[src/sv/spike_bin_zscore_detector_defines.svh]
// Assertion macros for the spike bin z-score detector.
// Depends on nothing; included by the modules that check themselves.
`ifndef SPIKE_BIN_ZSCORE_DETECTOR_DEFINES_SVH
`define SPIKE_BIN_ZSCORE_DETECTOR_DEFINES_SVH

// Check a property on every clock edge outside reset.
`define SBZ_ASSERT(lbl, clk, rst_n, prop, msg) \
    lbl: assert property (@(posedge clk) disable iff (!rst_n) (prop)) \
        else $error(msg);

// Check that the consequent holds in the cycle after the antecedent.
`define SBZ_ASSERT_NEXT(lbl, clk, rst_n, ante, cons, msg) \
    lbl: assert property (@(posedge clk) disable iff (!rst_n) (ante) |=> (cons)) \
        else $error(msg);

`endif

[src/sv/sbz_isqrt.sv]
// Digit-by-digit integer square root, two radicand bits per cycle.
// Depends on nothing.
module sbz_isqrt (
    input  logic        i_clk,
    input  logic        i_rst_n,
    input  logic        i_start,
    input  logic [63:0] i_value,
    output logic        o_done,
    output logic [31:0] o_root
);
    localparam logic [4:0] LAST = 5'd31;

    logic        r_busy;
    logic        r_done;
    logic [4:0]  r_cnt;
    logic [63:0] r_val;
    logic [34:0] r_rem;
    logic [31:0] r_root;

    logic [34:0] w_rs;
    logic [34:0] w_trial;
    logic        w_ge;

    always_comb begin
        w_rs    = {r_rem[32:0], r_val[63:62]};
        w_trial = {1'b0, r_root, 2'b01};
        w_ge    = w_rs >= w_trial;
    end

    always_ff @(posedge i_clk) begin
        if (!i_rst_n) begin
            r_busy <= 1'b0;
            r_done <= 1'b0;
            r_cnt  <= '0;
        end else begin
            r_done <= 1'b0;
            if (i_start) begin
                r_busy <= 1'b1;
                r_cnt  <= '0;
            end else if (r_busy) begin
                r_cnt <= r_cnt + 5'd1;
                if (r_cnt == LAST) begin
                    r_busy <= 1'b0;
                    r_done <= 1'b1;
                end
            end
        end
    end

    always_ff @(posedge i_clk) begin
        if (i_start) begin
            r_val  <= i_value;
            r_rem  <= '0;
            r_root <= '0;
        end else if (r_busy) begin
            r_val  <= {r_val[61:0], 2'b00};
            r_rem  <= w_ge ? (w_rs - w_trial) : w_rs;
            r_root <= {r_root[30:0], w_ge};
        end
    end

    assign o_done = r_done;
    assign o_root = r_root;

endmodule

[config.mk]
export PLATFORM = sky130hd
export DESIGN_NAME = sbz_isqrt
export DESIGN_NICKNAME = d
export VERILOG_FILES = /design/src/sv/spike_bin_zscore_detector_defines.svh /design/src/sv/sbz_isqrt.sv
export SDC_FILE = /design/constraint.sdc
export NUM_CORES = 1
export LEC_CHECK = 0
export BUFFER_PORTS_ARGS = -buffer_cell sky130_fd_sc_hd__buf_2
export CAP_MARGIN = 20
export CORE_ASPECT_RATIO = 0.9
export CORE_MARGIN = 4
export CORE_UTILIZATION = 50
export DETAILED_ROUTE_END_ITERATION = 7
export PLACE_DENSITY = 0.78
export SYNTH_ARGS = -nofsm -noshare
export SYNTH_HDL_FRONTEND = slang
export SYNTH_SLANG_ARGS = --single-unit
[constraint.sdc]
create_clock -name i_clk -period 3.6 [get_ports i_clk]
set_input_delay 0.72 -clock i_clk [delete_from_list [all_inputs] [get_ports i_clk]]
set_output_delay 0.72 -clock i_clk [all_outputs]
set_load 0.005 [all_outputs]
After elaboration in Yosys (flattened, before gate mapping)
Index checks and enable logic that the tools add are counted.
W data, S select, Z words.
{ "totals": {"ff_bits": 136, "latch_bits": 0, "output_inout_bits": 33, "wordCells": 22, "mem_bits_rw": 0, "mem_bits_ro": 0, "input_bits": 67, "memories": 0} }
{ "op_classes": {"addsub": 2, "eq_ne": 1, "n_lt_le_gt_ge": 1, "bitwise_logic": 2, "n_mux": 7, "n_mul": 0, "n_shift": 0, "div": 0, "reduce_logical": 3} }
{ "ops": {"columns": ["operator", "n"], "rows": [
  ["$mux W64", 2],
  ["$ge A35 B34 Y1", 1],
  ["$mux W33", 1],
  ["$sub A33 B33 Y33", 1],
  ["$add A5 B1 Y5 const B", 1],
  ["$eq A5 B5 Y1 const B", 1],
  ["$mux W1", 4],
  ["$reduce_or A3 Y1", 1],
  ["$not A1 Y1", 2],
  ["$reduce_bool A2 Y1", 1],
  ["$reduce_or A2 Y1", 1]
]} }

Logic depth before layout (Yosys ltp)
{ "logic_depth": {"depth_word": 4, "depth_mapped": 13, "ltp_nobuf": 10} }

Worst setup path before layout
Ideal clock, no wire load.
{ "synth_timing": {"path_type": "input port to flip-flop", "from": "input i_start", "to": "register r_val[0], enable pin", "required_ps": 3182, "cell_stages": 4, "setup_time_ps": 418, "arrival_ps": 2529, "path_slack_ps": 653, "n_path_buf": 2, "path_cell_list": "clkbuf_1 > nor2_1 > clkbuf_1 > inv_1"} }
{ "synth_via": {"elab_chain_len": 1} }
{ "synth_lines": {"columns": ["item", "line", "rtl"], "rows": [
  ["start, declared", "sbz_isqrt.sv:6", "input logic i_start,"],
  ["$reduce_bool A2 Y1 (no line)", null, null],
  ["end signal, assigned", "sbz_isqrt.sv:52", "r_val <= i_value;"],
  ["end signal, assigned", "sbz_isqrt.sv:56", "r_val <= {r_val[61:0], 2'b00};"],
  ["end, declared", "sbz_isqrt.sv:16", "logic [63:0] r_val;"]
]} }
No other way between the ends.
A chain may end at the register's enable or synchronous reset.

Final worst setup path
{ "layout_timing": {"from": "register r_root[2] (netlist: o_root[2])", "to": "register r_rem[14]"} }
{ "layout_via": {"elab_chain_len": 2, "elab_cells_between_ends": 3, "classes_between": "add/sub (1); order compare (1); mux (1)"} }
{ "layout_lines": {"columns": ["item", "line", "rtl"], "rows": [
  ["start, declared", "sbz_isqrt.sv:18", "logic [31:0] r_root;"],
  ["start signal, assigned", "sbz_isqrt.sv:58", "r_root <= {r_root[30:0], w_ge};"],
  ["$sub A33 B33 Y33 or $ge A35 B34 Y1 (tied branches)", "sbz_isqrt.sv:57, sbz_isqrt.sv:27", null],
  ["$mux W33 (*)", "sbz_isqrt.sv:57", "r_rem <= w_ge ? (w_rs - w_trial) : w_rs;"],
  ["end signal, assigned", "sbz_isqrt.sv:57", null],
  ["end, declared", "sbz_isqrt.sv:17", "logic [34:0] r_rem;"]
]} }
Mark *: on every way between the ends. The rest lies on a longest branch, timed or not.

==> flow_summary.ini <==
[run_status]
outcome = finished, final reports clean

[cells_and_area]
syn2layout_area_growth_pct = 15.5
antennaDiodeCount = 0
finalInstanceArea_um2 = 8870
final_nets = 952
drive_above_1_share_pct = 25.9
n_fill_cell = 1276

[pwr]
seqPwrFrac_pct = 25.3
netSwitchingFraction_pct = 44.0
vdd_ir_drop_max_uv = 535
internal_power_mw = 4.52
power_mw = 8.07
p_clk_share_pct = 20.7
leakage_nw = 3.62
power_density_nw_per_um2 = 910
p_sw_mw = 3.55
power_frac_comb_pct = 54.0

[setup_path]
worst_path_max_delay_cell = a311o_2
cp_top_family = compound AO/OA/AOI/OAI gates
r2r-start = o_root[2]$_SDFFE_PP0P_
crit_arrival_ns = 3.69
rr_worst_depth = 11
max_stage_delay_ns = 0.47
crit_buf_inv = 2
cp_common_cell = nand3_1
reg2reg_slack_ns = 0.23
r2r_end = r_rem[14]$_SDFFE_PP0P_
startpoint_type = flip-flop
crit_fanout = 14
critPathRequiredTime_ns = 3.92
end_kind = flip-flop
crit_chain = inv_1, ha_1, a21oi_1, nand3_1, a311o_2, a31oi_4, a2111o_4, a21o_1, buf_4, nand3_1, a311oi_1
critical_path_class = reg -> reg

[detailed_routing]
dr.pass1.iters = 5
wl_met1_um = 7840
routed_wl_um = 17600
drtIter0Drc = 429
wl_met3_um = 1540
route.detailed.drc = 0
ant_nets = 0
viasPerCell = 5.74
wl_met2_um = 7830
avgRoutedWirePerCell_um = 16.6
highest_layer = met5
via_count = 6088

[yosys]
syn_nets = 857
synth_edf_count = 64
yosys_most_used_dff = dfxtp_1
yosysMostFrequentCell = nor2_1
synth.distinct_cells = 64
syn_avg_cell_area_um2 = 10.2
synth_cells = 754
synthTopCellsByArea = edfxtp_1, dfxtp_1, mux2_2, ha_1, mux2i_1
syn_area_um2 = 7670
yosysWarnings = 0
yosys.area.top_type_share_pct = 25.0
async_flop_share_pct = 0
synth_commonest_cells = nor2_1, dfxtp_1, edfxtp_1
synth_top_cell_by_area = edfxtp_1
ys_seq_area_share_pct = 43.8
ys_ff_latch = 136

[global_route]
grt_pass1_vias = 5743
grt_max_degree = 65
grt_pass1_wl_um = 28900
antenna_found_initial = 2
gr-usage-all-layers_pct = 20.3
gr-total-overflow = 0

[timing]
hold_ws_ns = 0.482
slew_headroom_pct = 56.0
fin_crit_sh_pct = 93.6
hold_viol = 0
setup_tns_ns = 0
drv_slew = 0
worst_pin_slew_ns = 0.661
setup_violations = 0
fmax_mhz = 297
period_needed_ns = 3.37
rsz0062_at_grt = false
skew_ns = 0.0103

[min_path]
hold_path.class = reg -> reg
min_from = r_rem[27]$_SDFFE_PP0P_
min_delay_path_depth = 2
hold_path_end = r_rem[27]$_SDFFE_PP0P_

[clock_tree]
htreeDepth = 4
cts_sinks = 136
cts_buffers = 17
cts_resized = 0
clkSlewWorstSetupHoldPaths_ns = 0.06
cts_max_path_buffers = 2
hold_buffers = 0
cts_root_buffer = clkbuf_16
cts_tree = built
cts_setup_buffers = 0
clk_latency_ns = 0.42

[placed_design]
place_area_um2 = 8300
port_buffers = 99
place.gp.congestion = 0.912
dpl.hpwl_um = 12500

[die]
die_w_um = 139
initial_core_util_pct = 51.6
num_rows = 42
ios = 100
die_y_um = 126
core-area_um2 = 14900
fp.dieArea_um2 = 17400

[flow_run]
maxCapViolCount = 0
==> cells in the final DEF, fill, tap and decap left out, types with 3 or more instances in the layout <==
| master | instances |
|---|---|
| buf_2 | 98 |
| nor2_1 | 76 |
| dfxtp_1 | 71 |
| edfxtp_1 | 64 |
| mux2_2 | 62 |
| nand2_1 | 44 |
| inv_1 | 44 |
| mux2i_1 | 36 |
| ha_1 | 36 |
| a21oi_1 | 30 |
| nand3_1 | 28 |
| o21ai_0 | 26 |
| o21ai_1 | 18 |
| a311oi_1 | 18 |
| clkbuf_16 | 17 |
| buf_4 | 16 |
| xnor2_1 | 15 |
| a21o_1 | 14 |
| xor2_1 | 12 |
| and2_1 | 11 |
| nand4_1 | 10 |
| a31oi_1 | 9 |
| nor3_1 | 8 |
| o211ai_1 | 7 |
| o21a_1 | 6 |
| and3_1 | 6 |
| inv_6 | 6 |
| o21bai_1 | 5 |
| a211oi_1 | 5 |
| o31ai_1 | 4 |
| nor2b_1 | 4 |
| o221ai_1 | 3 |
| or3_1 | 3 |
| nand2b_1 | 3 |
| o2111ai_1 | 3 |
| a41oi_2 | 3 |
| clkinvlp_4 | 3 |
==> metal layers <==
| layer | GRT usage, % | vias to the layer above |
|---|---|---|
| li1 | - | 2971 |
| met1 | 26.7 | 2842 |
| met2 | 31.2 | 234 |
| met3 | 7.22 | 37 |
| met4 | 6.80 | 4 |
| met5 | 0 | - |
==> layout make-up <==
type                       count  area (µm²)  area share (%)
clock buffer                  17         425            4.80
clock inverter                15         141            1.59
inverter                      45         169            1.91
multi-input combinational    534        3880            43.8
sequential                   136        3370            38.0
tap                          198         248            2.79
timing repair buffer         115         631            7.11
==> registers in the layout (all words and copies together) (netlist names) <==
| name | cells |
|---|---|
| r_val | 64 |
| r_rem | 33 |
| o_root | 32 |
| r_cnt | 5 |
| o_done | 1 |
| r_busy | 1 |
==> metrics by stage <==
stage	utilization [%]	std cells	worst slack (ns)
after CTS	59.6	1060	0.292
after detailed placement	55.8	1028	0.301
final	59.6	1060	0.232
after floorplan	-	754	0.653
after global placement	55.8	1028	0.487
after global routing	59.6	1060	0.0326
==> tightest hold or removal path: stages, from the launching register on <==
cell and delay, ns:
dfxtp_1 0.32, nand2_1 0.06, nand3_1 0.05
==> worst max-delay path by stage <==
stage / depth (start not counted) / slack, ns / start / to
2_1_floorplan: 4 / 0.65 / i_start / r_val[0]$_SDFFCE_PN0P_
3_3_place_gp: 11 / 0.49 / o_root[2]$_SDFFE_PP0P_ / r_rem[25]$_SDFFE_PP0P_
3_5_place_dp: 11 / 0.30 / o_root[2]$_SDFFE_PP0P_ / r_rem[11]$_SDFFE_PP0P_
4_1_cts: 11 / 0.29 / o_root[2]$_SDFFE_PP0P_ / r_rem[11]$_SDFFE_PP0P_
5_1_grt: 11 / 0.03 / o_root[2]$_SDFFE_PP0P_ / r_rem[11]$_SDFFE_PP0P_
6_report: 11 / 0.23 / o_root[2]$_SDFFE_PP0P_ / r_rem[14]$_SDFFE_PP0P_
==> cell families after synthesis <==
logic type	after synthesis	synth area share (%)
compound gates	169	15.5
flops	136	43.8
fa+ha+maj	36	5.87
xor+xnor	27	3.08
mux	98	13.8
buf+inv	84	5.56
simple gates	204	12.3
==> power groups by stage <==
| stage | Sequential [mW] | Combinational (mW) | Clock [mW] |
|---|---|---|---|
| global placement | 2.06 | 4.20 | 0 |
| finish | 2.04 | 4.36 | 1.67 |
| global route | 2.06 | 4.76 | 1.77 |
| CTS | 2.03 | 4.28 | 1.70 |
| floorplan | 1.98 | 3.49 | 0 |
| detailed placement | 2.06 | 4.24 | 0 |
Power figures use the tool's default switching activity.
