==> src/sv/spike_bin_zscore_detector_defines.svh <==
// Assertion macros for the spike bin z-score detector.
// Depends on nothing; included by the modules that check themselves.
`ifndef SPIKE_BIN_ZSCORE_DETECTOR_DEFINES_SVH
`define SPIKE_BIN_ZSCORE_DETECTOR_DEFINES_SVH

// Check a property on every clock edge outside reset.
`define SBZ_ASSERT(lbl, clk, rst_n, prop, msg) \
    lbl: assert property (@(posedge clk) disable iff (!rst_n) (prop)) \
        else $error(msg);

// Check that the consequent holds in the cycle after the antecedent.
`define SBZ_ASSERT_NEXT(lbl, clk, rst_n, ante, cons, msg) \
    lbl: assert property (@(posedge clk) disable iff (!rst_n) (ante) |=> (cons)) \
        else $error(msg);

`endif

==> src/sv/sbz_ring.sv <==
// Ring of per-bin spike counters in one synchronous memory with a registered read port.
// Sweeps zero through every entry after reset. Depends on nothing.
module sbz_ring #(
    parameter int RING_BINS  = 64,
    parameter int COUNT_BITS = 16
) (
    input  logic                         i_clk,
    input  logic                         i_rst_n,
    input  logic                         i_rd_en,
    input  logic [$clog2(RING_BINS)-1:0] i_rd_addr,
    output logic [COUNT_BITS-1:0]        o_rd_data,
    input  logic                         i_wr_en,
    input  logic [$clog2(RING_BINS)-1:0] i_wr_addr,
    input  logic [COUNT_BITS-1:0]        i_wr_data,
    output logic                         o_clearing
);
    localparam int AW = $clog2(RING_BINS);
    localparam logic [AW-1:0] LAST = AW'(RING_BINS - 1);

    logic [COUNT_BITS-1:0] mem [RING_BINS];
    logic [COUNT_BITS-1:0] r_rd_data;
    logic                  r_clearing;
    logic [AW-1:0]         r_clr_addr;

    logic                  w_we;
    logic [AW-1:0]         w_wa;
    logic [COUNT_BITS-1:0] w_wd;

    always_comb begin
        w_we = r_clearing | i_wr_en;
        w_wa = r_clearing ? r_clr_addr : i_wr_addr;
        w_wd = r_clearing ? '0 : i_wr_data;
    end

    always_ff @(posedge i_clk) begin
        if (!i_rst_n) begin
            r_clearing <= 1'b1;
            r_clr_addr <= '0;
        end else if (r_clearing) begin
            r_clr_addr <= r_clr_addr + 1'b1;
            if (r_clr_addr == LAST) begin
                r_clearing <= 1'b0;
            end
        end
    end

    always_ff @(posedge i_clk) begin
        if (w_we) begin
            mem[w_wa] <= w_wd;
        end
        if (i_rd_en) begin
            r_rd_data <= mem[i_rd_addr];
        end
    end

    assign o_rd_data  = r_rd_data;
    assign o_clearing = r_clearing;

endmodule

==> config.mk <==
export PLATFORM = sky130hd
export DESIGN_NAME = sbz_ring
export DESIGN_NICKNAME = d
export VERILOG_FILES = /design/src/sv/spike_bin_zscore_detector_defines.svh /design/src/sv/sbz_ring.sv
export SDC_FILE = /design/constraint.sdc
export NUM_CORES = 1
export LEC_CHECK = 0
export ABC_AREA = 1
export BUFFER_PORTS_ARGS = -buffer_cell sky130_fd_sc_hd__buf_2
export CAP_MARGIN = 5
export CORE_ASPECT_RATIO = 1.2
export CORE_MARGIN = 10
export CORE_UTILIZATION = 45
export DETAILED_ROUTE_END_ITERATION = 16
export GPL_ROUTABILITY_DRIVEN = 0
export GPL_TIMING_DRIVEN = 0
export MAX_ROUTING_LAYER = met4
export PLACE_DENSITY = 0.61
export SLEW_MARGIN = 20
export SYNTH_ARGS = -nofsm -noshare
export SYNTH_HDL_FRONTEND = slang
export SYNTH_SLANG_ARGS = --single-unit
==> constraint.sdc <==
create_clock -name i_clk -period 3.82 [get_ports i_clk]
set_input_delay 1.146 -clock i_clk [delete_from_list [all_inputs] [get_ports i_clk]]
set_output_delay 1.146 -clock i_clk [all_outputs]
set_load 0.05 [all_outputs]
## Yosys cells after proc, flatten, opt, wreduce, memory -nomap -nowiden

Memory sizes are Yosys's and may differ from the RTL's. A register that Yosys moved wholly into a read port is not among the register bits.
Index checks and enable logic that the tools add are counted.

| storage, ports and cells | value |
|---|---|
| ROM bits | 0 |
| bits in writable memories | 1,024 |
| register bits | 7 |
| memories kept | 1 |
| word-level logic and storage cells | 12 |
| bits in latches | 0 |

| operators by class | value |
|---|---|
| shifts and indexed selects | 0 |
| reduce and logical (&&, ||, !) cells | 0 |
| eq/ne operators | 1 |
| multiplexer cells | 6 |
| multiply operators | 0 |
| magnitude comparators | 0 |
| bitwise operators | 1 |
| $add $sub $neg | 1 |
| divide/modulo/power cells | 0 |

Memories:

| name | depth | bits a word | read ports | clocked after Yosys merged registers in | wr ports | RTL line | text |
|---|---|---|---|---|---|---|---|
| mem | 64 | 16 | 1 | 1 | 1 | sbz_ring.sv:20 | `logic [COUNT_BITS-1:0] mem [RING_BINS];` |

Operators with widths:

| kind | count |
|---|---|
| $mux 16 | 1 |
| $add 6x1->6 const B | 1 |
| $eq 6x6->1 const B | 1 |
| $mux 6 | 1 |
| $mux 1 | 4 |
| $or 1x1->1 | 1 |

## Longest topological paths before layout

| logic depth | value |
|---|---|
| depth after elaboration | 3 |
| mapped depth | 12 |
| gate-level depth less buffers | 9 |

## Least setup slack after synthesis

No wires, ideal clock.

| timing | value |
|---|---|
| kind | input to register |
| start point | input port i_wr_addr[4] |
| end point | memory mem[48][0], enable pin |
| stages | 6 |
| setup time | 0.430 ns |
| path slack | 0.114 ns |
| data arrival time | 3.276 ns |
| path through | nor2_1 > nor2_2 > inv_1 > nor2_1 > nand3_2 > nor4_1 |

| on the way | value |
|---|---|
| cells in the longest elaborated chain, start to end | 1 |

RTL lines:

| element | RTL line | text |
|---|---|---|
| from (decl) | sbz_ring.sv:13 | `input logic [$clog2(RING_BINS)-1:0] i_wr_addr,` |
| $mux 6 | sbz_ring.sv:31 | `w_wa = r_clearing ? r_clr_addr : i_wr_addr;` |
| to (decl) | sbz_ring.sv:20 |  |

Every way passes these cells.

## Worst setup path after layout

| timing | value |
|---|---|
| start point | input port i_wr_addr[1] |
| end point | memory mem[60][10], enable pin |

Same word-level chain as after synthesis.

==> results.yml <==
timing:
  max_freq_mhz: 274
  worst_slew_margin_rel_pct: 24.0
  finalCriticalPeriod_ns: 3.66
  layout_worst_path_cycle_share_pct: 95.7
  tightest_slew_ns: 1.14
  fin_setup_tns_ns: 0
  rsz0062_at_grt: "no"
  finalHoldViolCount: 0
  final-setup-viol-count: 0
  timing.final.max_slew_violations: 0
  worst_hold_slack_ns: 0.503
  timing.clock.skew_ns: 0.0328
routing:
  topRoutingLayerUsed: "met4"
  vias: 29800
  detail_route.wirelength_mm: 139
  postRouteAntennaNets: 0
  detailroute.wirelength.met2_mm: 65.0
  route.layer.met1.wl_mm: 52.1
  drt_iter0_markers: 3529
  drcViolationCount: 0
  drtPass1Iterations: 6
  wl_met3_mm: 12.9
  post_drt_wl_per_cell_um: 26.7
  post_drt_via_cell_ratio: 5.75
cells_and_area:
  area_growth_pct: 16.0
  layout.core_utilization_pct: 52.8
  layout.nets: 3885
  drive_above_1_share_pct: 14.3
  num-fill-cells: 8031
  diodes: 0
logic_synthesis:
  postSynthCellCount: 3607
  synth_seq_area_share_pct: 73.2
  postSynth.asyncResetShare_pct: 0
  seq_cells_post_synth: 1047
  ys.flop_type: "sky130_fd_sc_hd__edfxtp_1"
  yosysWarningCount: 0
  netlist_area_mm2: 0.0429
  syn_nets: 3640
  ys_types: 26
  synth-edff-count: 1040
  synth.avg_cell_area_um2: 11.9
clocking:
  ctsHoldBuffers: 0
  cts_tree: "built"
  htreeDepth: 3
  post-cts-setup-buffer-count: 0
  post_cts.resized_instances: 0
  numCtsBuffers: 103
  ctsRootBufferMaster: "sky130_fd_sc_hd__clkbuf_16"
  worst_setup_hold_path_clk_slew_ns: 0.06
  cts_num_sinks: 1047
  clock_latency_ns: 0.69
  max_root_sink_buffers: 3
run_status:
  outcome: "finished, final reports clean"
critical_path:
  crit_arrival_ns: 4.06
  critPathMaxStageDelay_ns: 0.96
  crit_required_ns: 4.22
  worst_r2r_path_depth: 8
  sequence_of_cells_on_the_critical_path: "buf_2 -> nand2_1 -> nand2_1 -> inv_1 -> nand4_1 -> nor2_2 -> buf_6"
  cp_common_cell: "sky130_fd_sc_hd__nand2_1"
  worst_path_fanout_max: 10
  worstPathBufferInverterCount: 3
  timing.critical_path.slowest_stage_cell: "sky130_fd_sc_hd__nor2_2"
  path_delay_family: "simple AND/OR/NAND/NOR gates"
  timing.rr.start: "o_clearing"
  crit-reg2reg-capture: "mem[60][10]"
  setup.worst_path.start: "i_wr_addr[1]"
  critical_setup_path_kind: "primary input to register"
  reg_to_reg_slack_setup_ns: 0.17
  critPathLaunchType: "primary input"
  endpoint_kind: "register"
place:
  io_buffers: 44
  place.detailed.hpwl_mm: 96.7
power_and_ir_drop:
  net-switching-power_mw: 5.57
  comb_power_share_pct: 6.7
  power_per_cell_area_mw_per_mm2: 486
  share_clk_of_total_power_pct: 41.3
  ir_drop_uv: 350
  p_sw_share_pct: 23.1
  cell_internal_pwr_mw: 18.6
  static-leakage-power_nw: 18.4
  sequentialPowerShare_pct: 52.0
floorplanning:
  ioPinCount: 49
  initial_core_util_pct: 45.5
  core.rowCount: 123
  core_region_area_mm2: 0.0942
  die_ht_um: 358
  die_width_um: 302
  design.die.area_mm2: 0.108
global_route:
  grt_antenna_before_repair: 1
  global_route.usage.total_pct: 26.1
  number_of_global_route_vias_before_repair: 28600
  grt_first_pass_wirelength_mm: 196
  grt_max_degree: 35
  grt_overflow: 0
run:
  max_cap_viol_count: 0
min_path:
  hold_path.class: "register to register"
  hp-start: "r_clr_addr[2]"
  hold_depth: 2
  whs_endpoint: "r_clr_addr[2]"
## sequential cells by signal, summed over array words and instances (netlist names)
signal / flops
r_clr_addr: 6
o_clearing: 1
mem: 1024
o_rd_data: 16
## Yosys cell counts, types with 2 or more instances
library cell                  n  share of area, %
sky130_fd_sc_hd__a21oi_1      2             0.023
sky130_fd_sc_hd__buf_1       15              0.13
sky130_fd_sc_hd__buf_2       93               1.1
sky130_fd_sc_hd__buf_4       32              0.56
sky130_fd_sc_hd__buf_6       61               1.6
sky130_fd_sc_hd__clkbuf_1    24              0.21
sky130_fd_sc_hd__dfxtp_1      7              0.33
sky130_fd_sc_hd__edfxtp_1  1040                73
sky130_fd_sc_hd__inv_1       27              0.24
sky130_fd_sc_hd__inv_2        4             0.035
sky130_fd_sc_hd__nand2_1   1313                11
sky130_fd_sc_hd__nand3_1    871                10
sky130_fd_sc_hd__nand4_1      6             0.088
sky130_fd_sc_hd__nor2_1      86              0.75
sky130_fd_sc_hd__nor3_1       4             0.047
sky130_fd_sc_hd__nor4_1       8              0.12
sky130_fd_sc_hd__o21ai_0      4             0.047
sky130_fd_sc_hd__or2_2        2             0.029
## power by group through the flow
stage | Sequential [mW] | Combinational, mW | Clock, mW
4_1_cts | 12.5 | 1.57 | 10.0
6_report | 12.5 | 1.62 | 9.98
5_1_grt | 12.5 | 1.71 | 10.5
3_5_place_dp | 12.8 | 1.57 | 0
3_3_place_gp | 12.8 | 1.52 | 0
2_1_floorplan | 12.8 | 0.865 | 0
## routing by layer
| metal | vias up | global-route usage (%) |
|---|---|---|
| li1 | 13200 | - |
| met1 | 14500 | 31.8 |
| met2 | 1707 | 41.1 |
| met3 | 408 | 4.73 |
| met4 | 0 | 14.4 |
| met5 | - | - |
## cells by family (layout without fill, tap and decap cells)
group	Yosys count	after routing	share of synthesized area, %
adders and majority gates	1	1	0.0292
AOI/OAI and AO/OA	9	9	0.140
and+or+nand+nor	2292	2292	22.7
DFF	1047	1047	73.2
buffers and inverters	258	587	3.90
## worst register-to-register path: stages, from the launching register on
cell and delay (ns):
sky130_fd_sc_hd__dfxtp_1 0.32, sky130_fd_sc_hd__buf_4 0.16, sky130_fd_sc_hd__inv_4 0.06, sky130_fd_sc_hd__nand2_1 0.05, sky130_fd_sc_hd__nand2_1 0.36, sky130_fd_sc_hd__inv_1 0.39, sky130_fd_sc_hd__nand4_1 0.80, sky130_fd_sc_hd__nor2_2 0.97
sky130_fd_sc_hd__buf_6 0.25
## worst max-delay path by stage
stage,endpoint,cells past startpoint
finish,mem[60][10],7
global route,mem[60][8],8
CTS,mem[60][8],6
detailed placement,mem[60][11],7
global placement,mem[43][10],3
floorplan,mem[48][0],6
## through the flow
step	setup slack (ns)	instances	area [um2]	power (mW)
after global placement	-3.18	4901	44600	14.3
after detailed placement	-0.349	4997	46400	14.4
after CTS	0.266	5186	49700	24.1
after floorplan	0.114	3607	42900	13.7
final	0.165	5186	49700	24.1
after global routing	0.145	5186	49700	24.7
## area by class of cell
type	instances	area [um2]	share of cell area [%]
Sequential cell	1047	31400	63.1
Clock buffer	119	2720	5.48
Timing Repair Buffer	140	1610	3.23
Tap cell	1250	1560	3.15
Clock inverter	70	547	1.10
Buffer	225	1540	3.10
Inverter	33	134	0.269
Multi-Input combinational cell	2302	10200	20.6
## cells in the final DEF (no fill, tap or decap), drive strengths merged
master	netlist	layout
nor4	8	8
clkbuf	24	143
a21oi	2	2
o21ai	7	7
dfxtp	7	7
buf	201	341
edfxtp	1040	1040
nor2	87	87
bufinv	0	8
nand3	872	872
ha	1	1
nand2	1313	1313
nor3	4	4
nand4	6	6
or2	2	2
clkinvlp	0	5
clkinv	0	51
inv	33	39
(Power assumes the default switching activity.)
