**config.mk**
```make
export PLATFORM = sky130hd
export DESIGN_NAME = sbz_div
export DESIGN_NICKNAME = d
export VERILOG_FILES = /design/src/sv/spike_bin_zscore_detector_defines.svh /design/src/sv/sbz_pkg.sv /design/src/sv/sbz_div.sv
export SDC_FILE = /design/constraint.sdc
export NUM_CORES = 1
export LEC_CHECK = 0
export ABC_CLOCK_PERIOD_IN_PS = 2510
export BUFFER_PORTS_ARGS = -buffer_cell sky130_fd_sc_hd__clkbuf_2
export CORE_MARGIN = 2
export CORE_UTILIZATION = 39
export DETAILED_ROUTE_END_ITERATION = 8
export GPL_ROUTABILITY_DRIVEN = 0
export GPL_TIMING_DRIVEN = 0
export PLACE_DENSITY = 0.68
export SLEW_MARGIN = 20
export SYNTH_ARGS = -nofsm -noshare
export SYNTH_HDL_FRONTEND = slang
export SYNTH_SLANG_ARGS = --single-unit
```
**constraint.sdc**
```tcl
create_clock -name i_clk -period 2.51 [get_ports i_clk]
set_input_delay 0.3765 -clock i_clk [delete_from_list [all_inputs] [get_ports i_clk]]
set_output_delay 0.3765 -clock i_clk [all_outputs]
set_load 0.02 [all_outputs]
```
**src/sv/spike_bin_zscore_detector_defines.svh**
```systemverilog
// Assertion macros for the spike bin z-score detector.
// Depends on nothing; included by the modules that check themselves.
`ifndef SPIKE_BIN_ZSCORE_DETECTOR_DEFINES_SVH
`define SPIKE_BIN_ZSCORE_DETECTOR_DEFINES_SVH

// Check a property on every clock edge outside reset.
`define SBZ_ASSERT(lbl, clk, rst_n, prop, msg) \
    lbl: assert property (@(posedge clk) disable iff (!rst_n) (prop)) \
        else $error(msg);

// Check that the consequent holds in the cycle after the antecedent.
`define SBZ_ASSERT_NEXT(lbl, clk, rst_n, ante, cons, msg) \
    lbl: assert property (@(posedge clk) disable iff (!rst_n) (ante) |=> (cons)) \
        else $error(msg);

`endif

```
**src/sv/sbz_pkg.sv**
```systemverilog
// Shared types and constants of the spike bin z-score detector.
// Depends on nothing.
package sbz_pkg;

    localparam int RING_BINS_DEF  = 64;
    localparam int COUNT_BITS_DEF = 16;

    localparam logic [1:0] ACT_SPIKE   = 2'd0;
    localparam logic [1:0] ACT_BIN_END = 2'd1;
    localparam logic [1:0] ACT_MANUAL  = 2'd2;

    localparam logic [1:0] CFG_BIN_SAMPLES = 2'd0;
    localparam logic [1:0] CFG_TRIGGER     = 2'd1;
    localparam logic [1:0] CFG_BINS_NEEDED = 2'd2;

    localparam logic [23:0] BIN_SAMPLES_RST = 24'd1500;
    localparam logic [15:0] TRIGGER_RST     = 16'd256;
    localparam logic [19:0] BINS_NEEDED_RST = 20'd200;

    localparam logic [31:0] ONE_Q16        = 32'h0001_0000;
    localparam logic [19:0] BINS_SEEN_MAX  = 20'hFFFFF;

    typedef struct packed {
        logic        start;
        logic [63:0] dividend;
        logic [31:0] divisor;
    } t_div_req;

    typedef struct packed {
        logic        done;
        logic [63:0] quo;
    } t_div_rsp;

endpackage

```
**src/sv/sbz_div.sv**
```systemverilog
// Shared restoring divider, one quotient bit per cycle.
// Also tracks the quotient modulo RING_BINS. Depends on sbz_pkg.
module sbz_div
    import sbz_pkg::*;
#(
    parameter int RING_BINS = RING_BINS_DEF
) (
    input  logic                         i_clk,
    input  logic                         i_rst_n,
    input  t_div_req                     i_req,
    output t_div_rsp                     o_rsp,
    output logic [$clog2(RING_BINS)-1:0] o_mod
);
    localparam int MW = $clog2(RING_BINS);
    localparam logic [MW:0] RB = (MW+1)'(RING_BINS);
    localparam logic [5:0] LAST = 6'd63;

    logic          r_busy;
    logic          r_done;
    logic [5:0]    r_cnt;
    logic [63:0]   r_quo;
    logic [31:0]   r_rem;
    logic [31:0]   r_div;
    logic [MW-1:0] r_mod;

    logic [32:0]   w_shift;
    logic          w_ge;
    logic [32:0]   w_rem;
    logic [MW:0]   w_mt;
    logic [MW:0]   w_mn;

    always_comb begin
        w_shift = {r_rem, r_quo[63]};
        w_ge    = w_shift >= {1'b0, r_div};
        w_rem   = w_ge ? (w_shift - {1'b0, r_div}) : w_shift;
        w_mt    = {r_mod, w_ge};
        w_mn    = (w_mt >= RB) ? (w_mt - RB) : w_mt;
    end

    always_ff @(posedge i_clk) begin
        if (!i_rst_n) begin
            r_busy <= 1'b0;
            r_done <= 1'b0;
            r_cnt  <= '0;
        end else begin
            r_done <= 1'b0;
            if (i_req.start) begin
                r_busy <= 1'b1;
                r_cnt  <= '0;
            end else if (r_busy) begin
                r_cnt <= r_cnt + 6'd1;
                if (r_cnt == LAST) begin
                    r_busy <= 1'b0;
                    r_done <= 1'b1;
                end
            end
        end
    end

    always_ff @(posedge i_clk) begin
        if (i_req.start) begin
            r_quo <= i_req.dividend;
            r_rem <= '0;
            r_div <= i_req.divisor;
            r_mod <= '0;
        end else if (r_busy) begin
            r_quo <= {r_quo[62:0], w_ge};
            r_rem <= w_rem[31:0];
            r_mod <= w_mn[MW-1:0];
        end
    end

    assign o_rsp.done = r_done;
    assign o_rsp.quo  = r_quo;
    assign o_mod      = r_mod;

endmodule

```
## After elaboration in Yosys (flattened, before gate mapping)

Cells that the tools add are included.

| operators by class | value |
|---|---|
| multipliers | 0 |
| eq/ne operators | 1 |
| reduce and logical (&&, ||, !) cells | 3 |
| shift operators | 0 |
| order comparisons | 2 |
| add/sub/neg operators | 3 |
| bitwise operators | 2 |
| multiplexer cells | 8 |
| div/mod/pow operators | 0 |

Operator list:

| operator | count |
|---|---|
| 2-to-1 mux 64 bit | 2 |
| >= comparator 33 x 32 -> 1 bit | 1 |
| 2-to-1 mux 32 bit | 1 |
| subtractor 32 bit | 1 |
| >= comparator 7 bit (second input constant) | 1 |
| adder 6 x 1 -> 6 bit (second input constant) | 1 |
| == test 6 bit (second input constant) | 1 |
| 2-to-1 mux 6 bit | 1 |
| subtractor 6 x 1 -> 6 bit (second input constant) | 1 |
| 2-to-1 mux 1 bit | 4 |
| OR reduction 3 bit | 1 |
| NOT 1 bit | 2 |
| nonzero test 2 bit | 1 |
| OR reduction 2 bit | 1 |

| storage, ports and cells | value |
|---|---|
| bits in writable memories | 0 |
| latch bits | 0 |
| logic and storage cells | 26 |
| output and inout bits | 71 |
| memories | 0 |
| input bits | 99 |
| memory bits (read-only) | 0 |
| register bits | 142 |

## Longest topological paths before layout

| logic depth | value |
|---|---|
| depth in word-level cells | 4 |
| mapped depth | 13 |
| mapped depth without buffers | 12 |

## Least setup slack after synthesis

Ideal clock, no wire load.

| timing path | value |
|---|---|
| path type | reg2reg |
| start point | register r_div[24] |
| end point | register r_quo[0], data pin |
| data required time | 2.250 ns |
| library setup time | 0.260 ns |
| buffers on the path | 2 |
| path slack | -0.152 ns |
| stages on the path, launching flop included | 12 |
| arrival time | 2.402 ns |
| period minus slack after synthesis | 2.662 ns |
| path through | edfxtp_1 -> inv_1 -> ha_1 -> buf_2 -> a21o_1 -> o21bai_1 -> a221o_1 -> a221o_1 -> nand2_1 -> o311ai_1 -> buf_2 -> mux2_2 |

| between the ends | value |
|---|---|
| longest elaborated chain between the ends | 3 |

Ends and longest elaborated chain:

| what | RTL line | RTL |
|---|---|---|
| from (decl) | sbz_div.sv:23 | `logic [31:0] r_div;` |
| from (signal assigned) | sbz_div.sv:64 | `r_div <= i_req.divisor;` |
| >= comparator 33 x 32 -> 1 bit | sbz_div.sv:34 | `w_ge = w_shift >= {1'b0, r_div};` |
| 2-to-1 mux 64 bit | sbz_div.sv:66 | `end else if (r_busy) begin` |
| 2-to-1 mux 64 bit | sbz_div.sv:61 | `if (i_req.start) begin` |
| to (signal assigned) | sbz_div.sv:62 | `r_quo <= i_req.dividend;` |
| to (signal assigned) | sbz_div.sv:67 | `r_quo <= {r_quo[62:0], w_ge};` |
| to (decl) | sbz_div.sv:21 | `logic [63:0] r_quo;` |

Every way passes these cells. The select of a mux whose other input is x is not followed.
A chain may end at the register's enable or synchronous reset.

## Worst setup path in the final report

| timing path | value |
|---|---|
| start point | register r_div[0] |
| end point | register r_rem[28] |

| between the ends | value |
|---|---|
| longest elaborated chain between the ends | 2 |
| elaborated cells between the ends (all ways) | 3 |
| classes of those cells | add/sub: 1; order compare: 1; mux: 1 |

Ends and longest elaborated chain:

| what | RTL line | RTL |
|---|---|---|
| subtractor 32 bit / >= comparator 33 x 32 -> 1 bit (equally long branches) | sbz_div.sv:35, sbz_div.sv:34 |  |
| 2-to-1 mux 32 bit * | sbz_div.sv:35 | `w_rem = w_ge ? (w_shift - {1'b0, r_div}) : w_shift;` |
| to (signal assigned) | sbz_div.sv:68 | `r_rem <= w_rem[31:0];` |
| to (decl) | sbz_div.sv:22 | `logic [31:0] r_rem;` |

Every way passes the cells marked *; elsewhere a longest branch is shown, timed or not.

==> out/metrics.csv <==
stage;metric;value;unit
run_status;status;finished with violations;
run_status;failing checks;setup timing;
clock_tree;Num CTS Buffers;17;
floorplan;chip width;141.8;µm
timing;final setup vio count;33;
timing;final slew viol count;0;
worst_setup_path;Worst path max stage delay;430;ps
placement;placed instance count;1076;
placement;DP Area;0.008696;mm²
synthesis;Top FF cell, synth;edfxtp_1;
timing;final worst setup slack;-326.9;ps
layout;number of fill cells in the layout;1617;
worst_hold_path;worst hold path type;primary input to register;
power_and_ir_drop;worst IR drop on VDD;488.3;µV
synthesis;Yosys top cell area share;38.95;%
layout;Non-Filler Instances;1139;
layout;area of the multi-input gates;0.003849;mm²
timing;RSZ-0062 raised after global routing;true;
power_and_ir_drop;pwr dens;711.9;mW/mm²
job;max_cap viols;0;
drt;DRT iter0 DRCs;322;
floorplan;IO Count;170;
floorplan;Die Footprint;0.02009;mm²
worst_setup_path;Worst Reg-to-Reg Cells;11;
layout;Sequential Area;0.003806;mm²
floorplan;core area;0.01864;mm²
worst_setup_path;family with the most delay on the worst path;compound AO/OA/AOI/OAI gates;
timing;fin crit share;113.0;%
clock_tree;CTS root buf;clkbuf_16;
synthesis;average footprint of a synthesized cell;11.01;µm²
floorplan;Site Rows;50;
placement;Final HPWL DP;13910;µm
timing;Fin Hold WS;121.5;ps
clock_tree;Max Root-Sink Buffers;2;
layout;share of cells above drive strength 1;45.08;%
synthesis;asr flop ratio synth;0;%
worst_hold_path;Hold Crit Depth;1;
worst_setup_path;nature of the critical path endpoint;register;
clock_tree;Worst-Skew Late Latency;440;ps
worst_setup_path;crit path buf inv count;0;
drt;via count;6022;
grt;vias in the first global route;6063;
synthesis;Post-Syn Nets;805;
worst_setup_path;Stages on worst setup path;11;
layout;# diodes;0;
grt;gr ovfl total;0;
worst_setup_path;Crit Path Category;register to register;
drt;WL/cell;17.83;µm
synthesis;synth warn;0;
synthesis;post-synthesis cell count;672;
timing;Peak Freq;352.5;MHz
synthesis;post-synthesis sequential area ratio;51.39;%
worst_setup_path;crit-path cells;ha_4 -> fa_1 -> nand2b_4 -> a21oi_4 -> nor2_1 -> nand3b_1 -> a21oi_2 -> o2111ai_2 -> a31oi_2 -> mux2_4 -> a21oi_2;
synthesis;Netlist cell types;53;
placement;IO Port Bufs;169;
worst_setup_path;WP data required;2870;ps
worst_setup_path;critical path's slowest cell;edfxtp_1;
worst_setup_path;CP most frequent cell;a21oi_2;
clock_tree;Clock transition at path regs;60;ps
worst_setup_path;Arr. time, crit path;3190;ps
layout;final core utilization;54.37;%
drt;Via density;5.287;
floorplan;Die Span Y;141.8;µm
drt;Detailed Route WL;20310;µm
clock_tree;CTS tree;built;
placement;pre-CTS WS;-472.3;ps
grt;initial antenna violation count;1;
worst_setup_path;CP Launch Type;register;
synthesis;top cells by area, synth;edfxtp_1, dfxtp_1, mux2_2;
layout;Area Growth Syn to Fin;36.96;%
drt;Pre-antenna DRT Iters;5;
layout;nets;1026;
timing;Slew HR;39.18;%
grt;largest net degree at the start of global routing;41;
drt;DRC Markers;0;
timing;Clock Skew;16.59;ps
synthesis;Seq cells post-synth;142;
drt;Post-DRT Antenna Nets;0;
layout;fin area;0.01014;mm²
grt;first-pass GRT wire length;30670;µm
synthesis;Post-synth EDFFs;96;
power_and_ir_drop;Leakage;4.264;nW
grt;global-route total usage across every layer;19.72;%
worst_setup_path;Worst Path Max Fanout;3;
clock_tree;clock sink count;142;
synthesis;Netlist Area Pre-Place;0.007401;mm²
floorplan;starting density of the core;39.70;%
timing;Final min period;2837;ps
timing;Slew @ Worst Pin;908.9;ps
timing;final hold vios;0;
clock_tree;Clock H-tree levels;4;
synthesis;top cell type by total area after synthesis;edfxtp_1;
state kept, by name, indices dropped and copies added (netlist names):
signal and count:
r_quo 64, r_div 32, r_rem 32, r_cnt 6
o_mod 6, r_done 1, r_busy 1
cell usage after synthesis (4+ instances only):
cell type,n
a311oi_1,17
a21o_1,19
a21oi_1,34
buf_2,12
o21ai_0,15
a221o_1,5
clkbuf_1,17
mux2_2,65
xor2_1,10
buf_4,4
mux2i_1,11
dfxtp_1,46
inv_1,41
nor3_1,6
nor2b_1,5
buf_1,6
edfxtp_1,96
nand2_1,70
a211oi_1,6
nor2_1,47
o211ai_1,6
nand2b_1,5
o21a_1,6
xnor2_1,19
a31oi_1,6
nand4_1,10
nand3_1,9
ha_1,33
or3_1,5
path summary, 6_finish.rpt:
kind / start / to / slack (ps)
min reg2reg: r_cnt[5]$_SDFFE_PP0P_ / r_cnt[5]$_SDFFE_PP0P_ / 500
max: r_div[0]$_DFFE_PP_ / r_rem[28]$_SDFFE_PP0P_ / -330
max reg2reg: r_div[0]$_DFFE_PP_ / r_rem[28]$_SDFFE_PP0P_ / -330
min: i_req[26] / r_div[26]$_DFFE_PP_ / 120
routing by layer:
metal / up-vias / track usage [%] / part of all wire, %
met5: - / 0 / 0
met4: 0 / 6.895 / 1.8
met3: 31 / 7.425 / 9.2
met2: 225 / 32.93 / 48
met1: 2865 / 23.37 / 41
li1: 2901 / - / -
what timing repair did:
action	in CTS	in global routing
gates resized for setup	69	64
gates cloned	2	2
hold buffers	0	0
buffers inserted	23	15
setup endpoints to repair	36	34
pin swaps	23	25
area by class of cell:
type	instances	share of cell area [%]
Sequential cell	142	37.55
Multi-Input combinational cell	450	37.97
Clock inverter	14	1.469
Clock buffer	17	4.197
Inverter	41	1.543
Timing Repair Buffer	210	12.31
Buffer	31	2.074
Tap cell	234	2.889
cell families after synthesis:
logic type,Yosys count,share of synthesized area [%]
AO/OA/AOI/OAI,142,13.32
buffers and inverters,80,4.463
XOR/XNOR,29,3.432
AND/OR/NAND/NOR,169,10.16
multiplexers,76,11.38
flip-flops,142,51.39
adder cells (fa/ha/maj),34,5.850
through the flow:
stage	TNS [ps]	total power [mW]
2_1_floorplan	-882.2	3.907
3_3_place_gp	-141410	4.332
3_5_place_dp	-52630	4.353
4_1_cts	-7896	7.073
5_1_grt	-10790	7.506
6_report	-6893	7.216
cells in the final DEF (no fill, tap or decap), types with 11 or more instances in the layout:
cell type  Yosys  layout
a311oi_1      17      11
clkbuf_16      0      18
nand2_2        0      11
xnor2_1       19      19
buf_4          4      31
buf_6          0      17
edfxtp_1      96      96
nor2_1        47      46
clkbuf_2       0     168
inv_1         41      36
clkbuf_1      17      13
dfxtp_1       46      44
a21o_1        19      19
ha_4           0      16
mux2_2        65      64
nand2_1       70      54
ha_1          33      12
a21oi_1       34      28
report_power, final:
part           total, mW  internal (mW)  switching, mW  leakage (nW)
registers           2.87           2.74          0.130          1.33
clock network       2.50           1.40           1.10         0.277
logic               1.85          0.848           1.01          2.65
total               7.22           4.98           2.23          4.26
Note: power is estimated with default switching activity, not from simulation.
